## src/hw/rtl/ps2wm_pkg.sv

```systemverilog
// ----------------------------------------------------------------------------
// PS/2 wheel-mouse packet decoder package
// Shared types and constants of the decoder.
// ----------------------------------------------------------------------------
package ps2wm_pkg;

    localparam int BYTE_W  = 8;
    localparam int BTN_W   = 3;
    localparam int DELTA_W = 9;
    localparam int WHEEL_W = 4;
    localparam int POS_W   = 32;
    localparam int CODE_W  = 4;
    localparam int SLOT_W  = 2;
    localparam int BPOS_W  = 2;

    localparam int XSIGN_BIT = 4;
    localparam int YSIGN_BIT = 5;

    localparam logic [BPOS_W-1:0] LAST_BYTE = 2'd3;
    localparam logic [CODE_W-1:0] EVT_NONE  = 4'd0;
    localparam logic [CODE_W-1:0] EVT_WHEEL = 4'd8;

    localparam int Q_DEPTH = 2;
    localparam int Q_AW    = $clog2(Q_DEPTH);
    localparam int Q_CW    = $clog2(Q_DEPTH + 1);

    typedef logic        [BYTE_W-1:0]  t_byte;
    typedef logic        [BTN_W-1:0]   t_btn;
    typedef logic signed [DELTA_W-1:0] t_delta;
    typedef logic signed [WHEEL_W-1:0] t_wheel;
    typedef logic signed [POS_W-1:0]   t_pos;
    typedef logic        [CODE_W-1:0]  t_code;
    typedef logic        [SLOT_W-1:0]  t_slot;

    typedef struct packed {
        t_btn   btn;
        t_delta dx;
        t_delta dy;
        t_wheel wheel;
    } t_pkt;

endpackage

```

## src/hw/rtl/ps2wm_if.sv

```systemverilog
// ----------------------------------------------------------------------------
// PS/2 wheel-mouse decoder channels
// Valid/ready channels for received bytes and decoded events.
// ----------------------------------------------------------------------------
interface ps2wm_byte_if;
    import ps2wm_pkg::*;

    logic  valid;
    logic  ready;
    t_byte rx_byte;

    modport source (output valid, output rx_byte, input ready);
    modport sink (input valid, input rx_byte, output ready);
endinterface

interface ps2wm_evt_if;
    import ps2wm_pkg::*;

    logic  valid;
    logic  ready;
    t_pos  pos_x;
    t_pos  pos_y;
    t_code event_code;
    t_slot event_slot;

    modport source (output valid, output pos_x, output pos_y, output event_code,
                    output event_slot, input ready);
    modport sink (input valid, input pos_x, input pos_y, input event_code,
                  input event_slot, output ready);
endinterface

```

## src/hw/rtl/ps2wm_front.sv

```systemverilog
// ----------------------------------------------------------------------------
// PS/2 wheel-mouse decoder front end
// Frames received bytes into packets and extracts buttons, deltas and wheel.
// ----------------------------------------------------------------------------
module ps2wm_front (
    input  logic              i_clk,
    input  logic              i_rst_n,
    ps2wm_byte_if.sink        i_rx,
    output logic              o_push_valid,
    input  logic              i_push_ready,
    output ps2wm_pkg::t_pkt   o_push_pkt
);
    import ps2wm_pkg::*;

    logic [BPOS_W-1:0] r_bpos;
    logic [BPOS_W-1:0] n_bpos;
    t_byte             r_b0;
    t_byte             r_b1;
    t_byte             r_b2;
    logic              last;
    logic              accept;

    assign last       = (r_bpos == LAST_BYTE);
    assign i_rx.ready = !last || i_push_ready;
    assign accept     = i_rx.valid && i_rx.ready;
    assign n_bpos     = r_bpos + BPOS_W'(1);

    assign o_push_valid     = i_rx.valid && last;
    assign o_push_pkt.btn   = r_b0[BTN_W-1:0];
    assign o_push_pkt.dx    = {r_b0[XSIGN_BIT], r_b1};
    assign o_push_pkt.dy    = {r_b0[YSIGN_BIT], r_b2};
    assign o_push_pkt.wheel = i_rx.rx_byte[WHEEL_W-1:0];

    always_ff @(posedge i_clk) begin
        if (!i_rst_n) begin
            r_bpos <= '0;
        end else if (accept) begin
            r_bpos <= n_bpos;
        end
    end

    always_ff @(posedge i_clk) begin
        if (accept) begin
            case (r_bpos)
                2'd0:    r_b0 <= i_rx.rx_byte;
                2'd1:    r_b1 <= i_rx.rx_byte;
                2'd2:    r_b2 <= i_rx.rx_byte;
                default: ;
            endcase
        end
    end
endmodule

```

## src/hw/rtl/ps2wm_queue.sv

```systemverilog
// ----------------------------------------------------------------------------
// PS/2 wheel-mouse decoder packet queue
// Short FIFO between the framing front end and the event back end.
// ----------------------------------------------------------------------------
module ps2wm_queue (
    input  logic            i_clk,
    input  logic            i_rst_n,
    input  logic            i_push_valid,
    output logic            o_push_ready,
    input  ps2wm_pkg::t_pkt i_push_pkt,
    output logic            o_pop_valid,
    input  logic            i_pop_ready,
    output ps2wm_pkg::t_pkt o_pop_pkt
);
    import ps2wm_pkg::*;

    t_pkt            r_mem [Q_DEPTH];
    logic [Q_AW-1:0] r_wr;
    logic [Q_AW-1:0] r_rd;
    logic [Q_CW-1:0] r_cnt;
    logic            push;
    logic            pop;

    assign o_push_ready = (r_cnt != Q_CW'(Q_DEPTH));
    assign o_pop_valid  = (r_cnt != '0);
    assign o_pop_pkt    = r_mem[r_rd];
    assign push         = i_push_valid && o_push_ready;
    assign pop          = o_pop_valid && i_pop_ready;

    always_ff @(posedge i_clk) begin
        if (!i_rst_n) begin
            r_wr  <= '0;
            r_rd  <= '0;
            r_cnt <= '0;
        end else begin
            if (push) begin
                r_wr <= (r_wr == Q_AW'(Q_DEPTH - 1)) ? '0 : r_wr + Q_AW'(1);
            end
            if (pop) begin
                r_rd <= (r_rd == Q_AW'(Q_DEPTH - 1)) ? '0 : r_rd + Q_AW'(1);
            end
            case ({push, pop})
                2'b10:   r_cnt <= r_cnt + Q_CW'(1);
                2'b01:   r_cnt <= r_cnt - Q_CW'(1);
                default: r_cnt <= r_cnt;
            endcase
        end
    end

    always_ff @(posedge i_clk) begin
        if (push) begin
            r_mem[r_wr] <= i_push_pkt;
        end
    end
endmodule

```

## src/hw/rtl/ps2wm_back.sv

```systemverilog
// ----------------------------------------------------------------------------
// PS/2 wheel-mouse decoder back end
// Button edges, wheel events, position update and registered event output.
// ----------------------------------------------------------------------------
module ps2wm_back (
    input  logic            i_clk,
    input  logic            i_rst_n,
    input  logic            i_pop_valid,
    output logic            o_pop_ready,
    input  ps2wm_pkg::t_pkt i_pop_pkt,
    ps2wm_evt_if.source     o_evt
);
    import ps2wm_pkg::*;

    t_btn  r_prev;
    t_pos  r_pos_x;
    t_pos  r_pos_y;
    t_slot r_slot;
    logic  r_valid;
    t_code r_code;
    t_slot r_ev_slot;

    t_btn  chg;
    t_btn  press;
    t_btn  release_m;
    t_code edge_code;
    t_code n_code;
    t_pos  dx32;
    t_pos  dy32;
    t_pos  n_pos_x;
    t_pos  n_pos_y;
    logic  wheel_evt;
    logic  take;

    always_comb begin
        chg       = i_pop_pkt.btn ^ r_prev;
        press     = chg & i_pop_pkt.btn;
        release_m = chg & r_prev;
        edge_code = {press, 1'b0} | {1'b0, release_m};
        wheel_evt = (edge_code == EVT_NONE) && (i_pop_pkt.wheel != '0);
        n_code    = wheel_evt ? EVT_WHEEL : edge_code;
        dx32      = wheel_evt ? POS_W'(i_pop_pkt.wheel) : POS_W'(i_pop_pkt.dx);
        dy32      = POS_W'(i_pop_pkt.dy);
        n_pos_x   = r_pos_x + dx32;
        n_pos_y   = r_pos_y + dy32;
    end

    assign o_pop_ready = !r_valid || o_evt.ready;
    assign take        = i_pop_valid && o_pop_ready;

    assign o_evt.valid      = r_valid;
    assign o_evt.pos_x      = r_pos_x;
    assign o_evt.pos_y      = r_pos_y;
    assign o_evt.event_code = r_code;
    assign o_evt.event_slot = r_ev_slot;

    always_ff @(posedge i_clk) begin
        if (!i_rst_n) begin
            r_valid <= 1'b0;
            r_prev  <= '0;
            r_pos_x <= '0;
            r_pos_y <= '0;
            r_slot  <= '0;
        end else begin
            if (take) begin
                r_valid <= 1'b1;
                r_prev  <= i_pop_pkt.btn;
                r_pos_x <= n_pos_x;
                r_pos_y <= n_pos_y;
                r_slot  <= r_slot + SLOT_W'(1);
            end else if (o_evt.ready) begin
                r_valid <= 1'b0;
            end
        end
    end

    always_ff @(posedge i_clk) begin
        if (take) begin
            r_code    <= n_code;
            r_ev_slot <= r_slot;
        end
    end
endmodule

```

## src/hw/rtl/ps2_wheel_mouse_packet_decoder_core.sv

```systemverilog
// ----------------------------------------------------------------------------
// PS/2 wheel-mouse packet decoder core
// Groups received mouse bytes into four-byte packets and emits position events.
// ----------------------------------------------------------------------------
// Channels: i_rx carries one received byte per word; o_evt carries one event
// word (pos_x, pos_y, event_code, event_slot) for every fourth byte.
// Bytes are taken at one per cycle while i_rx.ready is high. The front end frames bytes and, on the
// fourth one, pushes the decoded packet into a two-entry queue; the back end
// pops it, updates buttons and positions and loads the output register.
// The fourth byte enters the queue as it is accepted; the back end adds the
// packet to the 32-bit positions and registers the event. Throughput: one
// byte per cycle while i_rx.ready is high; one event per four bytes.
// If o_evt stalls, the output register holds its event, the queue absorbs up
// to two more packets, and after that i_rx.ready drops only on a fourth byte.
// Reset clears byte framing, previous buttons, positions and slot counter,
// and empties the queue and the output register.
// ----------------------------------------------------------------------------
module ps2_wheel_mouse_packet_decoder_core (
    input  logic        i_clk,
    input  logic        i_rst_n,
    ps2wm_byte_if.sink  i_rx,
    ps2wm_evt_if.source o_evt
);
    import ps2wm_pkg::*;

    logic push_valid;
    logic push_ready;
    t_pkt push_pkt;
    logic pop_valid;
    logic pop_ready;
    t_pkt pop_pkt;

    ps2wm_front u_front (
        .i_clk        (i_clk),
        .i_rst_n      (i_rst_n),
        .i_rx         (i_rx),
        .o_push_valid (push_valid),
        .i_push_ready (push_ready),
        .o_push_pkt   (push_pkt)
    );

    ps2wm_queue u_queue (
        .i_clk        (i_clk),
        .i_rst_n      (i_rst_n),
        .i_push_valid (push_valid),
        .o_push_ready (push_ready),
        .i_push_pkt   (push_pkt),
        .o_pop_valid  (pop_valid),
        .i_pop_ready  (pop_ready),
        .o_pop_pkt    (pop_pkt)
    );

    ps2wm_back u_back (
        .i_clk       (i_clk),
        .i_rst_n     (i_rst_n),
        .i_pop_valid (pop_valid),
        .o_pop_ready (pop_ready),
        .i_pop_pkt   (pop_pkt),
        .o_evt       (o_evt)
    );
endmodule

```

## src/flat_wrapper.sv

```systemverilog
// flat-port wrapper written by rule: the top's interface ports become plain ports
module ps2_wheel_mouse_packet_decoder_core_flat import ps2wm_pkg::*;
  (i_clk, i_rst_n, i_rx_valid, i_rx_rx_byte, i_rx_ready, o_evt_valid, o_evt_pos_x, o_evt_pos_y, o_evt_event_code, o_evt_event_slot, o_evt_ready);
  ps2wm_byte_if i_rx_i ();
  ps2wm_evt_if o_evt_i ();
  input  logic i_clk;
  input  logic i_rst_n;
  input wire logic [$bits(i_rx_i.valid)-1:0] i_rx_valid;
  input wire logic [$bits(i_rx_i.rx_byte)-1:0] i_rx_rx_byte;
  output wire logic [$bits(i_rx_i.ready)-1:0] i_rx_ready;
  output wire logic [$bits(o_evt_i.valid)-1:0] o_evt_valid;
  output wire logic [$bits(o_evt_i.pos_x)-1:0] o_evt_pos_x;
  output wire logic [$bits(o_evt_i.pos_y)-1:0] o_evt_pos_y;
  output wire logic [$bits(o_evt_i.event_code)-1:0] o_evt_event_code;
  output wire logic [$bits(o_evt_i.event_slot)-1:0] o_evt_event_slot;
  input wire logic [$bits(o_evt_i.ready)-1:0] o_evt_ready;
  assign i_rx_i.valid = i_rx_valid;
  assign i_rx_i.rx_byte = i_rx_rx_byte;
  assign i_rx_ready = i_rx_i.ready;
  assign o_evt_valid = o_evt_i.valid;
  assign o_evt_pos_x = o_evt_i.pos_x;
  assign o_evt_pos_y = o_evt_i.pos_y;
  assign o_evt_event_code = o_evt_i.event_code;
  assign o_evt_event_slot = o_evt_i.event_slot;
  assign o_evt_i.ready = o_evt_ready;
  ps2_wheel_mouse_packet_decoder_core u_core (.i_clk(i_clk), .i_rst_n(i_rst_n), .i_rx(i_rx_i), .o_evt(o_evt_i));
endmodule
```

## config.mk

```make
export PLATFORM = sky130hd
export DESIGN_NAME = ps2_wheel_mouse_packet_decoder_core_flat
export DESIGN_NICKNAME = d
export VERILOG_FILES = /design/src/hw/rtl/ps2wm_pkg.sv /design/src/hw/rtl/ps2wm_if.sv /design/src/hw/rtl/ps2wm_front.sv /design/src/hw/rtl/ps2wm_queue.sv /design/src/hw/rtl/ps2wm_back.sv /design/src/hw/rtl/ps2_wheel_mouse_packet_decoder_core.sv /design/src/flat_wrapper.sv
export SDC_FILE = /design/constraint.sdc
export NUM_CORES = 1
export LEC_CHECK = 0
export BUFFER_PORTS_ARGS = -buffer_cell sky130_fd_sc_hd__buf_2
export CORE_MARGIN = 3
export CORE_UTILIZATION = 50
export DETAILED_ROUTE_END_ITERATION = 6
export GPL_ROUTABILITY_DRIVEN = 0
export PLACE_DENSITY = 0.69
export SYNTH_ARGS = -nofsm -noshare
export SYNTH_HDL_FRONTEND = slang
export SYNTH_SLANG_ARGS = --single-unit
```

## constraint.sdc

```tcl
create_clock -name i_clk -period 5.66 [get_ports i_clk]
set_clock_uncertainty 0.05 [all_clocks]
set_input_delay 1.132 -clock i_clk [delete_from_list [all_inputs] [get_ports i_clk]]
set_output_delay 1.132 -clock i_clk [all_outputs]
set_load 0.01 [all_outputs]
```

# --- After elaboration in Yosys (flattened, before gate mapping) ---
# Memories as Yosys holds them, arrays and structs flattened. A register that Yosys moved wholly into a read port is not among the register bits.
# Index checks and enable logic that the tools add are counted.
classes:
  n_mux: 10
  n_addsub: 8
  n_eq_ne: 6
  bitwise_logic: 4
  reduce_logical: 18
op_table:
  columns: ["operator", "count"]
  rows:
  - ["32-bit adder", 1]
  - ["32-bit by 9-bit adder with 32-bit output", 1]
  - ["32-bit two-way mux", 1]
  - ["1-bit two-way mux", 8]
  - ["2-bit by 1-bit adder with 2-bit output (second input constant)", 3]
  - ["3-bit bitwise AND", 2]
  - ["2-bit == test (second input constant)", 3]
  - ["2-bit AND reduction", 3]
  - ["2-bit nonzero test", 3]
  - ["1-bit logical AND", 5]
  - ["2-bit by 1-bit == test with 1-bit output (second input constant)", 2]
  - ["4-bit logical NOT", 1]
  - ["4-bit by 3-bit OR with 4-bit output", 1]
  - ["2-bit one-hot mux with 2 select lines", 1]
  - ["4-bit nonzero test", 1]
  - ["3-bit XOR", 1]
  - ["1-bit adder (second input constant)", 2]
  - ["1-bit logical NOT", 2]
  - ["2-bit logical NOT", 1]
  - ["1-bit logical OR", 2]
  - ["2-bit inequality test (second input constant)", 1]
  - ["2-bit by 1-bit subtractor with 2-bit output (second input constant)", 1]
word_totals:
  mem_count: 1
  ram_bits: 50
  register_bits: 104
memory_table:
  columns: ["name", "words", "width", "rd", "rd_ports_with_merged_regs", "wr", "line_no", "rtl"]
  rows:
  - ["u_core.u_queue.r_mem", 2, 25, 1, 1, 1, "ps2wm_queue.sv:17", "t_pkt r_mem [Q_DEPTH];"]

# --- Logic depth before layout (Yosys ltp) ---
# Gate-level depths: netlist (run 1).
logic_depth:
  ltp_word: 7
  depth_mapped: 18

# --- By module ---
# A second synthesis (run 1) with hierarchy kept.
hier_totals:
  hier_cells: 951
  area_unflattened_um2: 9086.2
modules_own_cells:
  columns: ["module", "area_each_um2", "cells_each", "n_inst"]
  rows:
  - ["ps2wm_back", 6209.7, 804, 1]
  - ["ps2wm_queue", 2033.2, 102, 1]
  - ["ps2wm_front", 843.3, 45, 1]

# --- Worst setup path before layout (run 1) ---
# No wires, ideal clock.
synth_path:
  path_type: "reg2reg"
  from: "register with a tool-made name"
  to: "register u_core.u_back.r_pos_x[27] (netlist: u_core.u_back.o_evt.pos_x[27])"
  stages_incl_launch_ff: 18
  n_path_buf: 2
  period_less_slack_ns: 4.249
  required_ns: 5.490
  arrival_time_ns: 4.079
  setup_ns: 0.120
  slack_ns: 1.411
  cell_sequence: "dfxtp_1 > buf_6 > mux2i_1 > xnor2_1 > nor4_2 > o311a_1 > buf_6 > mux4_2 > ha_1 > a21o_1 > a21oi_1 > a311oi_1 > a311o_1 > o21a_1 > o21a_1 > o21ai_1 > nor4_1 > a211o_1"
synth_rtl:
  columns: ["item", "line_no", "rtl"]
  rows:
  - ["end signal: assignment", "ps2wm_back.sv:68", "r_pos_x <= n_pos_x;"]
  - ["end: declaration", "ps2wm_back.sv:16", "t_pos r_pos_x;"]

==> results.toml, run 1 <==
[yosys]
async_flop_share = 0
avgSynthCellArea_um2 = 9.77
ys.flop_type = "edfxtp_1"
syn_nets = 970
synth_cells = 889
ys_types = 70
yosysSeqAreaShare = 0.444
synth_area_um2 = 8690
yosys_warnings = 0
synth_edf_count = 77
ys_ff_latch = 154

[cells_and_area]
antennaDiodeCount = 0
final_cell_mix = "115 x nand2_1, 87 x a21oi_1, 83 x buf_2, 77 x dfxtp_1, 77 x edfxtp_1"
layout_commonest_cell = "nand2_1"
syn_to_final_growth_pct = 13.7
layout-drive-gt1-share = 0.145
fin_cells = 1197
regArea_um2 = 3850
num-fill-cells = 1484
postLayoutCellArea_um2 = 9880
nets = 1045
multi_input_area_um2 = 4610

[cts]
clockBufferDepth = 2
clock_latency_ns = 0.43
cts_hold_buf = 0
cts_resized = 0
cts_htree_levels = 4
cts_sinks = 154
post-cts-setup-buffer-count = 0
numCtsBuffers = 17
cts_root_buf = "clkbuf_16"
cts_tree = "done"
clk_transition_reported_paths_ns = 0.06

[setup_path]
worstPathCellList = "mux2i_1 > xnor2_1 > nor4_2 > o311a_1 > mux4_2 > ha_1 > a21oi_1 > o32ai_1 > nor4b_1 > nor4bb_1 > o21a_1 > o21a_1 > o21ai_1 > nor4_1 > a211o_1"
reg2reg_slack_ns = 0.75
crit_family = "compound AO/OA/AOI/OAI gates"
slowest_stage = "mux4_2"
cp_max_fo = 29
arrival_ns = 5.17
worstPathRequired_ns = 5.92
cp_common_cell = "o21a_1"
r2r_end = "u_core.u_back.o_evt.pos_x[27]$_SDFFE_PN0P_"
r2r_cells = 15
start_kind = "flop"
max_stage_delay_ns = 0.67
crit_buf_inv = 0
cp-end-kind = "flop"
path_depth = 15
crit_type = "flop to flop"
cp-endpoint = "u_core.u_back.o_evt.pos_x[27]$_SDFFE_PN0P_"

[floorplanning]
dieArea_um2 = 19000
die_w_um = 138
num_rows = 47
ioPinCount = 84
initial_core_util = 0.517
fp.dieH_um = 138
coreArea_um2 = 16800

[timing]
drv_slew = 0
setup_viol = 0
slew_headroom = 0.363
fin_ws_ns = 0.750
finalCriticalPeriod_ns = 4.91
rsz0062_at_grt = "no"
hold_viol_final = 0
tightestPinTransition_ns = 0.954
setup_tns_ns = 0
finalCritPeriodShare = 0.867
fmax_ghz = 0.204

[place]
placed_area_um2 = 9290
io_buffers = 83
preCtsSetupSlack_ns = 0.758
place_inst = 1165
dp_hpwl_mm = 13.3

[pwr]
p_switching_uw = 2130
switching_share = 0.410
finalPower_uw = 5200
power_density_nw_per_um2 = 526
power.leakage_uw = 0.00407
p_int_uw = 3070
pwr-share-comb = 0.477
power_frac_seq = 0.301
ir_drop_uv = 363
clockPowerShare = 0.222

[drt]
drtAntennaViolNets = 0
via_count = 6891
drt-wirelength-per-cell_um = 15.9
initialDrtViolationCount = 502
via_per_inst = 5.76
wirelength_mm = 19.0
dr.pass1.iters = 5
drc = 0

[grt]
grt_usage = 0.205
grt_pass1_wl_mm = 31.2
use_met2 = 0.333
grt_util_met3 = 0.0343
grt_busiest_layer = "met2"
use_met1 = 0.283
grt_pass1_vias = 6356
grt_start_max_net_pins = 54
grt_antenna_before_repair = 0
overflow = 0

[status]
status = "complete, no violations"

[flow_run]
cap_violations = 0

[hold_path]
holdCritPathClass = "flop to flop"
[kinds of logic (layout without fill, tap and decap cells)]
group	count (synthesis)	count (layout)	synth area share
AOI/OAI and AO/OA	243	243	0.176
xor gates and xnor gates	46	46	0.0464
adders and majority gates	69	69	0.101
buffers and inverters	55	143	0.0261
DFF	154	154	0.444
muxes	23	23	0.0406
and+or+nand+nor	299	299	0.166
[sequential cells by signal (all words and copies together), names as in the netlist, 3 cells and up, named ones only]
register and flops:
u_core.u_back.o_evt.pos_x 32, u_core.u_back.r_prev 3, u_core.u_queue.r_mem 50, u_core.u_front.r_b2 8
u_core.u_front.r_b1 8, u_core.u_back.o_evt.pos_y 32, u_core.u_back.o_evt.event_code 4, u_core.u_front.r_b0 5
[cells in the mapped netlist (14+ instances only)]
cell | n | area (um^2)
ha_1 | 67 | 838
xnor2_1 | 31 | 272
nand2_1 | 115 | 432
o21ai_0 | 40 | 200
a211oi_1 | 20 | 150
xor2_1 | 15 | 131
inv_1 | 19 | 71.3
dfxtp_1 | 77 | 1540
a21oi_1 | 87 | 435
nand3_1 | 29 | 145
nor3_1 | 14 | 70.1
a21o_1 | 26 | 195
clkbuf_1 | 24 | 90.1
nor2_1 | 58 | 218
edfxtp_1 | 77 | 2310
[power by group through the flow]
stage / registers (uW) / logic (uW) / clock network, uW
CTS: 1570 / 2480 / 1170
detailed placement: 1590 / 2460 / 0
global route: 1590 / 2800 / 1220
global placement: 1590 / 2440 / 0
finish: 1560 / 2480 / 1150
floorplan: 1620 / 1840 / 0
[through the flow]
step	utilization	hold WS, ns
final	0.587	0.396
after global routing	0.587	0.412
after CTS	0.587	0.396
after detailed placement	0.552	0.381
after global placement	0.552	0.372
after floorplan	-	0.371
[layer usage]
metal | vias to the layer above | part of all wire
met4 | 0 | 0.010
met5 | - | 0
met3 | 14 | 0.038
met1 | 3263 | 0.48
li1 | 3487 | -
met2 | 127 | 0.47
[layout make-up]
type	instances	area share
inverters	21	0.00798
multi-input cells	680	0.467
repair buffers	90	0.0474
clock inverters	13	0.0161
clock buffers	19	0.0438
flip-flops and latches	154	0.390
well taps	220	0.0279
[worst min-delay path by stage]
stage                                      from  slack, ns                                     to  cells past startpoint
2_1_floorplan  u_core.u_front.r_b2[6]$_DFFE_PP_       0.37  u_core.u_queue.r_mem[0][10]$_DFFE_PP_                      0
3_3_place_gp   u_core.u_front.r_b1[2]$_DFFE_PP_       0.37  u_core.u_queue.r_mem[0][15]$_DFFE_PP_                      0
3_5_place_dp   u_core.u_front.r_b1[2]$_DFFE_PP_       0.38  u_core.u_queue.r_mem[1][15]$_DFFE_PP_                      0
4_1_cts        u_core.u_front.r_b1[2]$_DFFE_PP_       0.40  u_core.u_queue.r_mem[1][15]$_DFFE_PP_                      0
5_1_grt        u_core.u_front.r_b0[2]$_DFFE_PP_       0.41  u_core.u_queue.r_mem[1][24]$_DFFE_PP_                      0
6_report       u_core.u_front.r_b1[2]$_DFFE_PP_       0.40  u_core.u_queue.r_mem[0][15]$_DFFE_PP_                      0
Power figures use the tool's default switching activity.
==> inputs of run 2 (changes only) <==
--- a/config.mk
+++ b/config.mk
@@ -10,7 +10,7 @@
 export CORE_UTILIZATION = 50
 export DETAILED_ROUTE_END_ITERATION = 6
 export GPL_ROUTABILITY_DRIVEN = 0
-export PLACE_DENSITY = 0.69
+export PLACE_DENSITY = 0.65
 export SYNTH_ARGS = -nofsm -noshare
 export SYNTH_HDL_FRONTEND = slang
 export SYNTH_SLANG_ARGS = --single-unit
==> run 2 against run 1 <==
Effect of this change:
- sequential cell count unchanged
- largest cell class unchanged
- routed wire length decreased by 0.89%
- setup slack got worse by 0.066 ns
- critical path depth unchanged
- combinational power about the same
- critical endpoint unchanged
- critical path type unchanged
- first-iteration DRC count decreased by 18%
- sequential power about the same
- non-clock buffer count unchanged
- clock power about the same
- cell count unchanged
==> results.toml, run 2 (synthesis gave the netlist of run 1 again) <==
[pwr]
ir_drop_uv = 406
p_switching_uw = 2160
pwr-share-comb = 0.477
clockPowerShare = 0.222
switching_share = 0.415
power_frac_seq = 0.301
p_int_uw = 3030
power_density_nw_per_um2 = 525
power.leakage_uw = 0.00408

[cells_and_area]
antennaDiodeCount = 0
layout_commonest_cell = "nand2_1"
largest_reg_flops = 50
top_register = "u_core.u_queue.r_mem"
postLayoutCellArea_um2 = 9890
layout-drive-gt1-share = 0.147
nets = 1045
final_util = 0.588
syn_to_final_growth_pct = 13.8
final_cell_mix = "115 x nand2_1, 87 x a21oi_1, 83 x buf_2, 77 x dfxtp_1, 77 x edfxtp_1"

[drt]
via_per_inst = 5.69
initialDrtViolationCount = 413
via_count = 6815
drt-wirelength-per-cell_um = 15.8
drtAntennaViolNets = 0
drc = 0
wirelength_mm = 18.9
dr.pass1.iters = 5

[floorplanning]
dieArea_um2 = 19000
die_w_um = 138
num_rows = 47
fp.dieH_um = 138
ioPinCount = 84
initial_core_util = 0.517
coreArea_um2 = 16800

[setup_path]
worstPathCellList = "mux2i_1 > xnor2_1 > nor4_2 > o311a_1 > mux4_2 > ha_1 > a21oi_1 > o32ai_1 > nor4b_1 > nor4bb_1 > o21a_1 > o21a_1 > o21ai_1 > nor4_1 > a211o_1"
reg2reg_slack_ns = 0.68
cp-endpoint = "u_core.u_back.o_evt.pos_x[27]$_SDFFE_PN0P_"
start_kind = "flop"
cp-end-kind = "flop"
r2r_cells = 15
max_stage_delay_ns = 0.68
cp_common_cell = "o21a_1"
arrival_ns = 5.24
crit_buf_inv = 0
crit_family = "compound AO/OA/AOI/OAI gates"
worstPathRequired_ns = 5.92
r2r_end = "u_core.u_back.o_evt.pos_x[27]$_SDFFE_PN0P_"
path_depth = 15
crit_type = "flop to flop"
cp_max_fo = 29
slowest_stage = "mux4_2"

[cts]
cts_tree = "done"
clock_latency_ns = 0.43
cts_htree_levels = 4
cts_sinks = 154
cts_resized = 0
clk_transition_reported_paths_ns = 0.07
cts_hold_buf = 0
post-cts-setup-buffer-count = 0
clockBufferDepth = 2
numCtsBuffers = 17
cts_root_buf = "clkbuf_16"

[timing]
setup_tns_ns = 0
whs_ns = 0.392
drv_slew = 0
rsz0062_at_grt = "no"
slew_headroom = 0.376
finalCritPeriodShare = 0.879
fmax_ghz = 0.201
setup_viol = 0
tightestPinTransition_ns = 0.935
finalCriticalPeriod_ns = 4.98
hold_viol_final = 0

[place]
placed_area_um2 = 9290
dp_hpwl_mm = 13.2
io_buffers = 83

[grt]
grt_start_max_net_pins = 74
grt_pass1_vias = 6332
grt_usage = 0.205
grt_pass1_wl_mm = 31.1
grt_antenna_before_repair = 0
overflow = 0

[flow_run]
cap_violations = 0

[hold_path]
min_path_cells = 0
holdCritPathClass = "flop to flop"

[status]
status = "complete, no violations"
[run 2: area by class of cell]
class                   count  area [um^2]
flip-flops and latches    154         3850
clock buffers              18          429
multi-input cells         680         4610
well taps                 220          275
fillers                  1538         6930
clock inverters            14          173
inverters                  21         78.8
repair buffers             90          468
[run 2: worst min path at each step]
stage | endpoint | start | slack [ns]
3_5_place_dp | u_core.u_queue.r_mem[1][5]$_DFFE_PP_ | u_core.u_front.r_b2[1]$_DFFE_PP_ | 0.38
4_1_cts | u_core.u_queue.r_mem[0][5]$_DFFE_PP_ | u_core.u_front.r_b2[1]$_DFFE_PP_ | 0.39
6_report | u_core.u_queue.r_mem[0][5]$_DFFE_PP_ | u_core.u_front.r_b2[1]$_DFFE_PP_ | 0.39
3_3_place_gp | u_core.u_queue.r_mem[0][15]$_DFFE_PP_ | u_core.u_front.r_b1[2]$_DFFE_PP_ | 0.37
2_1_floorplan | u_core.u_queue.r_mem[0][10]$_DFFE_PP_ | u_core.u_front.r_b2[6]$_DFFE_PP_ | 0.37
5_1_grt | u_core.u_queue.r_mem[0][5]$_DFFE_PP_ | u_core.u_front.r_b2[1]$_DFFE_PP_ | 0.41
[run 2: per-layer routing]
| metal | part of all wire | GRT usage | vias to the layer above | wire [um] |
|---|---|---|---|---|
| li1 | - | - | 3475 | - |
| met1 | 0.49 | 0.287 | 3177 | 9240 |
| met2 | 0.46 | 0.325 | 146 | 8630 |
| met3 | 0.043 | 0.0446 | 17 | 810 |
| met4 | 0.010 | 0.0516 | 0 | 189 |
| met5 | 0 | 0 | - | 0 |
[run 2: per-stage QoR]
step	setup slack [ns]	cells	total power, uW
CTS	0.649	1197	5220
global route	0.179	1197	5630
detailed placement	0.664	1165	4050
global placement	0.878	1165	4040
finish	0.684	1197	5190
floorplan	1.41	889	3460
[run 2: power by group through the flow]
| stage | logic [uW] | clock network [uW] | registers, uW |
|---|---|---|---|
| 2_1_floorplan | 1840 | 0 | 1620 |
| 3_3_place_gp | 2450 | 0 | 1590 |
| 3_5_place_dp | 2460 | 0 | 1590 |
| 4_1_cts | 2480 | 1180 | 1560 |
| 5_1_grt | 2810 | 1230 | 1590 |
| 6_report | 2470 | 1150 | 1560 |
==> inputs of run 3 (changes only) <==
--- a/config.mk
+++ b/config.mk
@@ -10,7 +10,7 @@
 export CORE_UTILIZATION = 50
 export DETAILED_ROUTE_END_ITERATION = 6
 export GPL_ROUTABILITY_DRIVEN = 0
-export PLACE_DENSITY = 0.65
+export PLACE_DENSITY = 0.68
 export SYNTH_ARGS = -nofsm -noshare
 export SYNTH_HDL_FRONTEND = slang
 export SYNTH_SLANG_ARGS = --single-unit
==> constraint.sdc (replaced) <==
create_clock -name i_clk -period 4.1 [get_ports i_clk]
set_clock_uncertainty 0.05 [all_clocks]
set_input_delay 0.41 -clock i_clk [delete_from_list [all_inputs] [get_ports i_clk]]
set_output_delay 0.41 -clock i_clk [all_outputs]
set_load 0.01 [all_outputs]
==> run 3 against run 2 <==
Effect of this change:
- the run now ends with negative setup slack left
- register-to-register slack worse by 0.91 ns
- via count is 8.8% higher
- sequential share of layout area is 4.4 points lower
- clock-buffer cell count stayed put
- critical path depth is 3 higher
- die area stayed put
- sequential cell count stayed put
- setup slack worse by 0.91 ns
- core utilization is 7.5 points higher
==> results.toml, run 3 (synthesis gave the netlist of run 1 again) <==
[status]
status = "finished, violations left"
failed_checks = "negative setup slack"

[timing]
fin_ws_ns = -0.226
tightestPinTransition_ns = 0.698
hold_viol_final = 0
finalCriticalPeriod_ns = 4.33
fmax_ghz = 0.231
rsz0062_at_grt = "yes"
drv_slew = 0
setup_viol = 12
finalCritPeriodShare = 1.06
slew_headroom = 0.534

[place]
dp_hpwl_mm = 14.2
io_buffers = 83
preCtsSetupSlack_ns = -0.244

[floorplanning]
die_w_um = 138
coreArea_um2 = 16800
initial_core_util = 0.517
num_rows = 47
dieArea_um2 = 19000
fp.dieH_um = 138
ioPinCount = 84

[cts]
clockBufferDepth = 2
cts_sinks = 154
cts_htree_levels = 4
clock_latency_ns = 0.42
cts_tree = "done"
cts_hold_buf = 0
numCtsBuffers = 17
clk_transition_reported_paths_ns = 0.06
cts_root_buf = "clkbuf_16"

[hold_path]
holdCritPathClass = "primary input to flop"

[grt]
grt_usage = 0.226
grt_pass1_wl_mm = 34.3
grt_start_max_net_pins = 54
overflow = 0
grt_pass1_vias = 6953
grt_antenna_before_repair = 0

[setup_path]
cp_max_fo = 6
r2r_end = "u_core.u_back.o_evt.pos_x[27]$_SDFFE_PN0P_"
cp-end-kind = "flop"
cp-endpoint = "u_core.u_back.o_evt.pos_x[27]$_SDFFE_PN0P_"
r2r_cells = 18
worstPathRequired_ns = 4.35
start_kind = "flop"
arrival_ns = 4.58
reg2reg_slack_ns = -0.23
crit_type = "flop to flop"

[drt]
wirelength_mm = 21.8
drtAntennaViolNets = 0
via_per_inst = 5.77
drc = 0
drt-wirelength-per-cell_um = 17.0
via_count = 7414
dr.pass1.iters = 5
initialDrtViolationCount = 450

[pwr]
p_switching_uw = 3430
power_density_nw_per_um2 = 745
switching_share = 0.413
p_int_uw = 4870
finalPower_uw = 8310
ir_drop_uv = 431
power.leakage_uw = 0.00460
power_frac_seq = 0.265
pwr-share-comb = 0.552
clockPowerShare = 0.183

[flow_run]
cap_violations = 0

[cells_and_area]
top_register = "u_core.u_queue.r_mem"
antennaDiodeCount = 0
layout-drive-gt1-share = 0.293
largest_reg_flops = 50
syn_to_final_growth_pct = 28.4
layout_commonest_cell = "nand2_1"
final_cell_mix = "112 x nand2_1, 83 x buf_2, 78 x buf_4, 77 x edfxtp_1, 76 x dfxtp_1"
nets = 1132
[run 3: worst min path at each step]
stage,depth (start not counted),start,endpoint
after global placement,0,u_core.u_front.r_b1[1]$_DFFE_PP_,u_core.u_queue.r_mem[0][14]$_DFFE_PP_
after CTS,1,i_rx_rx_byte[7],u_core.u_front.r_b1[7]$_DFFE_PP_
after global routing,1,i_rx_rx_byte[7],u_core.u_front.r_b2[7]$_DFFE_PP_
final,1,i_rx_rx_byte[7],u_core.u_front.r_b1[7]$_DFFE_PP_
after floorplan,0,u_core.u_front.r_b2[6]$_DFFE_PP_,u_core.u_queue.r_mem[0][10]$_DFFE_PP_
after detailed placement,0,u_core.u_front.r_b2[6]$_DFFE_PP_,u_core.u_queue.r_mem[1][10]$_DFFE_PP_
[run 3: stage by stage]
| step | TNS [ns] | hold slack (ns) | utilization | cell area, um^2 | cells |
|---|---|---|---|---|---|
| floorplan | -0.0457 | 0.371 | - | 8720 | 889 |
| global placement | -1.07 | 0.373 | 0.583 | 9810 | 1231 |
| detailed placement | -2.54 | 0.379 | 0.583 | 9810 | 1231 |
| CTS | -0.0191 | 0.119 | 0.637 | 10700 | 1269 |
| global route | -4.15 | 0.124 | 0.664 | 11200 | 1284 |
| finish | -0.793 | 0.129 | 0.664 | 11200 | 1284 |
[run 3: layout make-up]
type | instances | area, um^2
clock buffers | 18 | 429
clock inverters | 14 | 138
fillers | 1317 | 5660
inverters | 21 | 78.8
multi-input cells | 681 | 5200
flip-flops and latches | 154 | 3860
well taps | 220 | 275
repair buffers | 176 | 1180
[run 3: critical path: stages (launching register included)]
cell	delay, ns
dfxtp_4	0.40
mux2i_4	0.25
xnor2_1	0.09
nor4_2	0.31
o311a_1	0.30
buf_6	0.15
mux4_2	0.41
buf_4	0.19
buf_6	0.12
buf_4	0.14
ha_1	0.30
nand2_2	0.11
nor2_1	0.08
a311o_1	0.37
o21a_1	0.20
o21a_1	0.20
o21ai_2	0.16
nor4_2	0.06
a211o_1	0.30
[run 3: per-layer routing]
layer / GRT usage / routed length [um] / up-vias
met5: 0 / 0 / -
li1: - / - / 3660
met2: 0.368 / 10300 / 189
met3: 0.0394 / 943 / 33
met1: 0.309 / 10200 / 3532
met4: 0.0670 / 394 / 0
[run 3: what timing repair did]
item                                    4_1_cts  5_1_grt
resized for setup                            53       69
endpoints found under the setup margin       18       26
pin swaps                                    14       48
setup buffers                                 5       16
gates cloned                                  1        0
[run 3: power by group through the flow]
stage / logic [uW] / registers (uW) / clock network, uW
6_report: 4590 / 2200 / 1520
5_1_grt: 5050 / 2240 / 1610
4_1_cts: 4120 / 2190 / 1540
3_5_place_dp: 3800 / 2210 / 0
3_3_place_gp: 3770 / 2200 / 0
2_1_floorplan: 2560 / 2240 / 0
